[config.mk]
export PLATFORM = sky130hd
export DESIGN_NAME = h264_fu_a_fragment_planner_unit
export DESIGN_NICKNAME = d
export VERILOG_FILES = /design/src/design/h264fu_pkg.sv /design/src/design/h264fu_seq.sv /design/src/design/h264_fu_a_fragment_planner_unit.sv
export VERILOG_INCLUDE_DIRS = /design/src /design/src/design
export SDC_FILE = /design/constraint.sdc
export NUM_CORES = 1
export LEC_CHECK = 0
export BUFFER_PORTS_ARGS = -buffer_cell sky130_fd_sc_hd__buf_2
export CORE_MARGIN = 8
export CORE_UTILIZATION = 45
export CTS_CLUSTER_DIAMETER = 80
export DETAILED_ROUTE_END_ITERATION = 10
export MAX_ROUTING_LAYER = met4
export PLACE_DENSITY = 0.7
export SLEW_MARGIN = 20
export SYNTH_ARGS = -nofsm -noshare
export SYNTH_HDL_FRONTEND = slang
export SYNTH_SLANG_ARGS = --single-unit
[constraint.sdc]
create_clock -name clk -period 7.42 [get_ports clk]
set_input_delay 0 -clock clk [delete_from_list [all_inputs] [get_ports clk]]
set_output_delay 0 -clock clk [all_outputs]
set_load 0.02 [all_outputs]
[src/design/h264_fu_a_fragment_planner_unit_assert.svh]
// ---------------------------------------------------------------------------
// h264 fu-a fragment planner assertion macros
// concurrent assertion wrappers, compiled out when SYNTH is defined
// ---------------------------------------------------------------------------
`ifndef H264_FU_A_FRAGMENT_PLANNER_UNIT_ASSERT_SVH
`define H264_FU_A_FRAGMENT_PLANNER_UNIT_ASSERT_SVH
`ifndef SYNTH
// same-cycle implication
`define H264FU_ASSERT_NOW(lbl, clk, rstn, ante, cons) \
	lbl: assert property (@(posedge clk) disable iff (!rstn) (ante) |-> (cons)) \
		else $error("h264fu assertion failed");
// next-cycle implication
`define H264FU_ASSERT_NEXT(lbl, clk, rstn, ante, cons) \
	lbl: assert property (@(posedge clk) disable iff (!rstn) (ante) |=> (cons)) \
		else $error("h264fu assertion failed");
`else
`define H264FU_ASSERT_NOW(lbl, clk, rstn, ante, cons)
`define H264FU_ASSERT_NEXT(lbl, clk, rstn, ante, cons)
`endif
`endif

[src/design/h264fu_pkg.sv]
// ---------------------------------------------------------------------------
// h264fu_pkg
// shared types and constants of the fu-a fragment planner
// ---------------------------------------------------------------------------
`default_nettype none
package h264fu_pkg;

	localparam int PAYLOAD_MAX = 1400;
	localparam int MAX_RESULTS = 64;
	localparam int LEN_W       = 16;
	localparam int PLEN_W      = 11;
	localparam int CNT_W       = $clog2(MAX_RESULTS);

	localparam logic [4:0] FU_A_TYPE = 5'd28;

	typedef struct packed {
		logic [7:0]       nal_header;
		logic [LEN_W-1:0] nal_length;
	} nal_t;

	typedef struct packed {
		logic [7:0]        first_byte;
		logic [7:0]        fu_hdr;
		logic              fragmented;
		logic [LEN_W-1:0]  payload_offset;
		logic [PLEN_W-1:0] payload_length;
		logic [PLEN_W-1:0] packet_length;
		logic              last_packet;
	} pkt_t;

	// sequencer control from the top level
	typedef struct packed {
		logic start;
		logic advance;
	} seq_ctl_t;

endpackage
`default_nettype wire

[src/design/h264fu_seq.sv]
// ---------------------------------------------------------------------------
// h264fu_seq
// packet sequencer: one shared subtract/compare unit steps through a nal unit
// ---------------------------------------------------------------------------
`default_nettype none
`include "h264_fu_a_fragment_planner_unit_assert.svh"
module h264fu_seq (
	input  wire logic              clk,
	input  wire logic              arst_n,
	input  wire h264fu_pkg::seq_ctl_t ctl,
	input  wire h264fu_pkg::nal_t  item,
	output logic                   busy,
	output logic                   desc_valid,
	output h264fu_pkg::pkt_t       desc
);

	logic                                run_q;
	logic [7:0]                          hdr_q;
	logic [h264fu_pkg::LEN_W-1:0]        rem_q;
	logic [h264fu_pkg::LEN_W-1:0]        off_q;
	logic [h264fu_pkg::CNT_W-1:0]        k_q;

	logic [h264fu_pkg::PLEN_W-1:0]       cap;
	logic [h264fu_pkg::LEN_W:0]          diff;
	logic                                fits;
	logic                                first;
	logic                                lastf;
	logic [h264fu_pkg::PLEN_W-1:0]       plen;

	// shared unit: bytes left minus this packet's capacity
	always_comb begin
		first = (k_q == '0);
		cap   = first ? h264fu_pkg::PLEN_W'(h264fu_pkg::PAYLOAD_MAX - 1)
			: h264fu_pkg::PLEN_W'(h264fu_pkg::PAYLOAD_MAX);
		diff  = {1'b0, rem_q} - (h264fu_pkg::LEN_W + 1)'(cap);
		fits  = diff[h264fu_pkg::LEN_W] || (diff == '0);
		lastf = fits || (k_q == h264fu_pkg::CNT_W'(h264fu_pkg::MAX_RESULTS - 1));
		plen  = fits ? rem_q[h264fu_pkg::PLEN_W-1:0] : cap;
	end

	always_comb begin
		desc.payload_offset = off_q;
		desc.payload_length = plen;
		desc.last_packet    = lastf;
		if (first && fits) begin
			// whole unit fits one single nal unit packet
			desc.first_byte    = hdr_q;
			desc.fu_hdr        = 8'd0;
			desc.fragmented    = 1'b0;
			desc.packet_length = plen + h264fu_pkg::PLEN_W'(1);
		end else begin
			desc.first_byte    = {hdr_q[7:5], h264fu_pkg::FU_A_TYPE};
			desc.fu_hdr        = {first, lastf, 1'b0, hdr_q[4:0]};
			desc.fragmented    = 1'b1;
			desc.packet_length = plen + h264fu_pkg::PLEN_W'(2);
		end
	end

	assign busy       = run_q;
	assign desc_valid = run_q;

	always_ff @(posedge clk or negedge arst_n) begin
		if (!arst_n) begin
			run_q <= 1'b0;
		end else if (ctl.start) begin
			run_q <= (item.nal_length != '0);
		end else if (ctl.advance && lastf) begin
			run_q <= 1'b0;
		end
	end

	always_ff @(posedge clk) begin
		if (ctl.start) begin
			hdr_q <= item.nal_header;
			rem_q <= item.nal_length - h264fu_pkg::LEN_W'(1);
			off_q <= h264fu_pkg::LEN_W'(1);
			k_q   <= '0;
		end else if (ctl.advance && !lastf) begin
			rem_q <= diff[h264fu_pkg::LEN_W-1:0];
			off_q <= off_q + h264fu_pkg::LEN_W'(cap);
			k_q   <= k_q + h264fu_pkg::CNT_W'(1);
		end
	end

	`H264FU_ASSERT_NEXT(a_start_runs, clk, arst_n, ctl.start && (item.nal_length != '0), run_q)
	`H264FU_ASSERT_NEXT(a_count_steps, clk, arst_n, run_q && ctl.advance && !lastf, k_q == $past(k_q) + h264fu_pkg::CNT_W'(1))
	`H264FU_ASSERT_NOW(a_plen_bound, clk, arst_n, run_q, plen <= h264fu_pkg::PLEN_W'(h264fu_pkg::PAYLOAD_MAX))
	`H264FU_ASSERT_NOW(a_no_start_busy, clk, arst_n, ctl.start, !run_q)

endmodule
`default_nettype wire

[src/design/h264_fu_a_fragment_planner_unit.sv]
// ---------------------------------------------------------------------------
// h264_fu_a_fragment_planner_unit
// plans rtp packets (single nal unit or fu-a fragments) for one nal unit
// ---------------------------------------------------------------------------
// usage
//  nal channel: nal_valid/nal_stall carry one nal transaction (header byte and
//   total length); the block holds nal_stall high while it is planning
//  pkt channel: pkt_valid/pkt_stall carry one packet descriptor per transaction
//  first descriptor: the nal transaction sets the sequencer's run register,
//   then the descriptor is loaded into the output register once it can take
//   one; later ones follow one per cycle while pkt is not stalled
//  the largest unit, 65535 bytes, gives 47 fragments; a zero length unit
//   gives no descriptor and never makes the block busy
//  the rate is set by the sequencer, whose single subtract/compare unit
//   yields one packet per step
//  a new nal transaction is taken while the last descriptor still waits
//   in the output register
//  reset clears the sequencer and the output valid; nothing is pending after
//  a stalled pkt holds the output register and pauses the sequencer
// ---------------------------------------------------------------------------
`default_nettype none
module h264_fu_a_fragment_planner_unit (
	input  wire logic             clk,
	input  wire logic             arst_n,
	input  wire logic             nal_valid,
	output logic                  nal_stall,
	input  wire h264fu_pkg::nal_t nal,
	output logic                  pkt_valid,
	input  wire logic             pkt_stall,
	output h264fu_pkg::pkt_t      pkt
);

	h264fu_pkg::seq_ctl_t ctl;
	h264fu_pkg::pkt_t     desc;
	logic                 busy;
	logic                 desc_valid;
	logic                 load_ok;
	logic                 pkt_valid_q;
	h264fu_pkg::pkt_t     pkt_q;

	// output register may take a new descriptor when empty or being drained
	assign load_ok     = !pkt_valid_q || !pkt_stall;
	assign ctl.start   = nal_valid && !busy;
	assign ctl.advance = desc_valid && load_ok;

	assign nal_stall = busy;
	assign pkt_valid = pkt_valid_q;
	assign pkt       = pkt_q;

	h264fu_seq u_seq (
		.clk        (clk),
		.arst_n     (arst_n),
		.ctl        (ctl),
		.item       (nal),
		.busy       (busy),
		.desc_valid (desc_valid),
		.desc       (desc)
	);

	// output stage control
	always_ff @(posedge clk or negedge arst_n) begin
		if (!arst_n) begin
			pkt_valid_q <= 1'b0;
		end else if (load_ok) begin
			pkt_valid_q <= desc_valid;
		end
	end

	// output stage payload, no reset needed
	always_ff @(posedge clk) begin
		if (ctl.advance) begin
			pkt_q <= desc;
		end
	end

endmodule
`default_nettype wire

## Word-level counts from Yosys, hierarchy flattened

Cells that the tools add are included.
Widths: inputs -> output; s select.

- Word-level logic and storage cells: 47
- Input bits: 28
- Flip-flop bits (word level): 104
- Output and inout bits: 58

- Equal/unequal tests: 1
- Muxes and demuxes: 8
- $add $sub $neg: 6
- Reductions and logical operators: 17

Operator list:

| cell | count |
|---|---|
| $mux 16 | 2 |
| $mux 11 | 2 |
| $logic_not 17->1 | 1 |
| $sub 16x11->17 | 1 |
| $add 16x11->16 | 1 |
| $reduce_bool 16->1 | 1 |
| $sub 16x1->16 const B | 1 |
| $add 11x1->11 const B | 1 |
| $add 11x2->11 const B | 1 |
| $add 6x1->6 const B | 1 |
| $eq 6x6->1 const B | 1 |
| $logic_not 6->1 | 1 |
| $logic_and 1x1->1 | 5 |
| $logic_not 1->1 | 4 |
| $mux 4 | 1 |
| $reduce_bool 2->1 | 2 |
| $logic_or 1x1->1 | 3 |
| $mux 1 | 3 |

## Logic depth before layout (Yosys ltp)

- Depth in word-level cells: 10
- Mapped depth: 20

## Cells and area by module

From an unflattened synthesis, not the netlist that was laid out.

- Cells, all modules: 483
- Area total of the unflattened synthesis: 5381.4 µm²

Modules (own cells, without submodules):

| module | cells each | times used | sequential area each (µm²) | area an instance (µm²) |
|---|---|---|---|---|
| h264fu_seq | 423 | 1 | 1186.1 | 3649.8 |
| h264_fu_a_fragment_planner_unit | 60 | 1 | 1706.6 | 1731.7 |

## Worst setup path before layout

No wires, ideal clock.

- Path kind: register -> register
- From: reg u_seq.run_q, in the netlist u_seq.busy
- To: reg u_seq.rem_q[0] in the netlist's numbering, enable pin
- Slack: 1.111 ns
- Data arrival time: 5.937 ns
- Buffers on the path: 1
- Setup time: 0.372 ns
- Cell stages (with the launch flop): 5
- Path through: dfrtp_1 -> a21boi_0 -> nand3_4 -> clkbuf_1 -> nand2_1

RTL lines:

| item | line | text |
|---|---|---|
| start: declaration | h264fu_seq.sv:17 | `logic run_q;` |
| start signal: assignment | h264fu_seq.sv:66 | `run_q <= (item.nal_length != '0);` |
| end signal: assignment | h264fu_seq.sv:75 | `rem_q <= item.nal_length - h264fu_pkg::LEN_W'(1);` |
| end signal: assignment | h264fu_seq.sv:79 | `rem_q <= diff[h264fu_pkg::LEN_W-1:0];` |
| end: declaration | h264fu_seq.sv:19 | `logic [h264fu_pkg::LEN_W-1:0] rem_q;` |

==> key figures <==
STA
  • Final setup viols: 0
  • Clock skew after layout: 9.19 ps
  • Period Utilization, post-route: between 70% and 80%
  • Final hold vios: 0
  • Headroom to the max-slew limit: 32.3%
  • Slew @ Worst Pin: 1010 ps
  • RSZ-0062 raised after global routing: no
  • Hold Slack: between 30 and 40 ps
  • Slew Viols, Final: 0
  • Peak Freq: 0.181 GHz
  • Final min period: roughly 5500 ps
  • Final WS setup: 1910 ps
  • Setup TNS: 0 ps

Cells and area
  • Most common cell after layout, fill and taps aside: buf_2
  • Design area: 5880 um2
  • Synthesis-to-layout area growth: 16.5%
  • Fillers: a little under 1,000
  • Share of cells above drive strength 1: 20.8%
  • Final Util: 54.0%
  • Nets@finish: between 500 and 600
  • N_diodes: 0
  • Post-Layout Cell Count: 692
  • Most frequent cells in the layout: buf_2, edfxtp_1, nand2_1

Floorplanning
  • Die area: 14,900 um2
  • CORE AREA: 10,900 um2
  • Rows: 38
  • Starting Density: a little under half
  • Number of I/O pins: between 80 and 90
  • Die X: 122 um
  • Die Y: 122 um

Routing
  • Routed WL per cell: 15.2 um
  • TritonRoute pass-1 iters: 4
  • Number of remaining DRC errors: 0
  • Drt total wl: 10,500 um
  • Vias per Instance: 5.26
  • Initial DRC count: about 210
  • Vias: about 3,600
  • Remaining antenna violation count: 0

Synth
  • Yosys warns: 0
  • Netlist Area Pre-Place: 5050 um2
  • Avg Cell Area, Syn: 11.1 um2
  • Library cells used by synthesis: 60
  • Primary FF master, synth: edfxtp_1
  • FFs w/ async S/R, synth: a little under 2%
  • #FFs+latches synth: 103
  • Post-synthesis instance total: around 460
  • Mapped Nets: 500
  • Sequential share of the synthesized area: between 50% and 60%
  • Count of flip-flops with a built-in enable after synthesis: 79

Min path
  • HP Class: in2reg
  • Worst hold path stage count: 3
  • Hold Path Sink: u_seq.rem_q[2]
  • Start point of the worst hold path: nal[2]

CTS
  • Clock buffer depth: 2
  • Clock latency on the worst-skew pair: 370 ps
  • # clock sinks: 103
  • CTS tree: built
  • Num CTS Buffers: 9
  • Clock root cell: clkbuf_8
  • CTS H-Tree Depth: 3
  • Worst-path clk slew: 100 ps

Global route
  • Vias in the first global route: 3,564
  • First-pass GRT wire length: around 17,000 um
  • Grt total ovfl: 0
  • GRT Total Usage: 14.9%
  • Largest net degree at the start of global routing: 59
  • Initial antenna violation count: 0

Status
  • Status: completed

Pwr
  • Tot Pwr: roughly 2.3 mW
  • Power Density: 384 nW/um2
  • Worst VDD drop: 0.000185 V
  • Static Leakage: 2.31 nW

Worst setup path
  • Worst R2R Start: u_seq.k_q[0]
  • Crit-path max FO: 27
  • CP Class: reg2reg
  • Crit path capture type: flop
  • Startpoint Class: flop
  • Register-to-Register Path Depth: 20
  • Reg-to-reg endpoint: pkt[8]
  • Worst endpoint data arrival time: 5630 ps
  • Worst Path Required: 7540 ps
  • Reg-to-reg setup timing slack: 1910 ps

Placement
  • Placed insts: about 660
  • Post-DP HPWL: 7710 um
  • GPL Wtd Cong: 0.832
  • Post-DP Area: 5580 um2
  • Port Buffers: 84
  • Dpl ws: about 1900 ps

Job
  • Maxcap violations: 0
[registers in the layout (all words and copies together), names as in the netlist]
| register | count |
|---|---|
| pkt_valid | 1 |
| u_seq.off_q | 16 |
| u_seq.k_q | 6 |
| u_seq.rem_q | 16 |
| u_seq.busy | 1 |
| u_seq.hdr_q | 8 |
| pkt | 55 |
[metal layers]
layer | wire length, um | share of wire (%) | track usage [%]
met1 | 5030 | 48 | 18.9
met2 | 4700 | 45 | 22.4
met3 | 621 | 5.9 | 3.05
met4 | 182 | 1.7 | 7.02
met5 | 0 | 0 | -
[kinds of logic (layout without fill, tap and decap cells)]
| family | count (synthesis) | after routing | synth area share [%] |
|---|---|---|---|
| AOI/OAI and AO/OA | 89 | 89 | 11.8 |
| muxes | 16 | 16 | 3.17 |
| DFF | 103 | 103 | 56.7 |
| adders and majority gates | 15 | 15 | 4.01 |
| other | 1 | 1 | 0.0742 |
| xor gates and xnor gates | 27 | 27 | 4.68 |
| buffers and inverters | 41 | 136 | 3.39 |
| and+or+nand+nor | 165 | 165 | 16.2 |
[what timing repair did]
| item | in CTS | in global routing |
|---|---|---|
| hold buffers | 13 | 0 |
| gates resized for setup | 0 | 0 |
| buffers inserted | 0 | 0 |
| hold endpoints to repair | 13 | 0 |
[area by class of cell]
type | instances | area, um2 | area share (%)
clock buffer | 10 | 128 | 2.17
timing repair buffer | 99 | 566 | 9.61
sequential | 103 | 2860 | 48.7
tap | 140 | 175 | 2.98
clock inverter | 6 | 45.0 | 0.766
inverter | 21 | 78.8 | 1.34
multi-input combinational | 313 | 2030 | 34.5
[cells in the mapped netlist (all sizes together) (3+ instances only)]
library cell | n | share of area (%)
xnor2 | 18 | 3.1
nand2b | 10 | 1.2
o211ai | 4 | 0.59
nand2 | 55 | 4.1
xor2 | 9 | 1.6
clkbuf | 10 | 0.74
and2 | 4 | 0.50
a211oi | 5 | 0.84
nand3 | 16 | 1.8
nor2 | 33 | 2.5
a31oi | 4 | 0.79
nor2b | 3 | 0.37
edfxtp | 79 | 47
inv | 21 | 1.6
nand4 | 4 | 0.50
nor4 | 9 | 1.1
and3 | 5 | 0.62
ha | 13 | 3.2
o31ai | 5 | 0.74
a21o | 5 | 0.74
o311ai | 3 | 0.52
dfxtp | 22 | 8.7
or2 | 5 | 0.62
nor3 | 8 | 0.79
o21a | 3 | 0.45
mux2i | 16 | 3.2
o21ai | 24 | 2.4
a21oi | 21 | 2.2
buf | 10 | 1.1
or3 | 4 | 0.50
[worst max-delay path, cell delays in order (launching register included)]
cell and delay (ps):
dfxtp_1 400, inv_1 80, ha_1 190, nand2_1 380, inv_1 310, ha_1 310
fa_1 400, nand2b_1 190, a21oi_2 380, nor4b_1 280, nor3_1 110, o211a_1 150
a31oi_4 600, nand2_2 180, o21ai_0 200, ha_1 330, and3_1 250, nand2_1 80
a21oi_1 130, o21ai_0 80, a31o_2 240
[report_power, final]
part | leakage [nW] | internal, mW | switching [mW]
logic | 1.30 | 0.364 | 0.542
clock network | 0.0846 | 0.124 | 0.188
registers | 0.931 | 0.862 | 0.179
total | 2.31 | 1.35 | 0.910
[worst max-delay path by stage]
stage                     endpoint    startpoint  slack, ps  cells after the start
floorplan           u_seq.rem_q[0]    u_seq.busy       1110                      4
global placement            pkt[8]  u_seq.k_q[0]       2120                     20
detailed placement          pkt[8]  u_seq.k_q[0]       1890                     20
CTS                         pkt[8]  u_seq.k_q[0]       1920                     20
global route                pkt[9]  u_seq.k_q[0]       1400                     20
finish                      pkt[8]  u_seq.k_q[0]       1910                     20
Power figures use the tool's default switching activity.
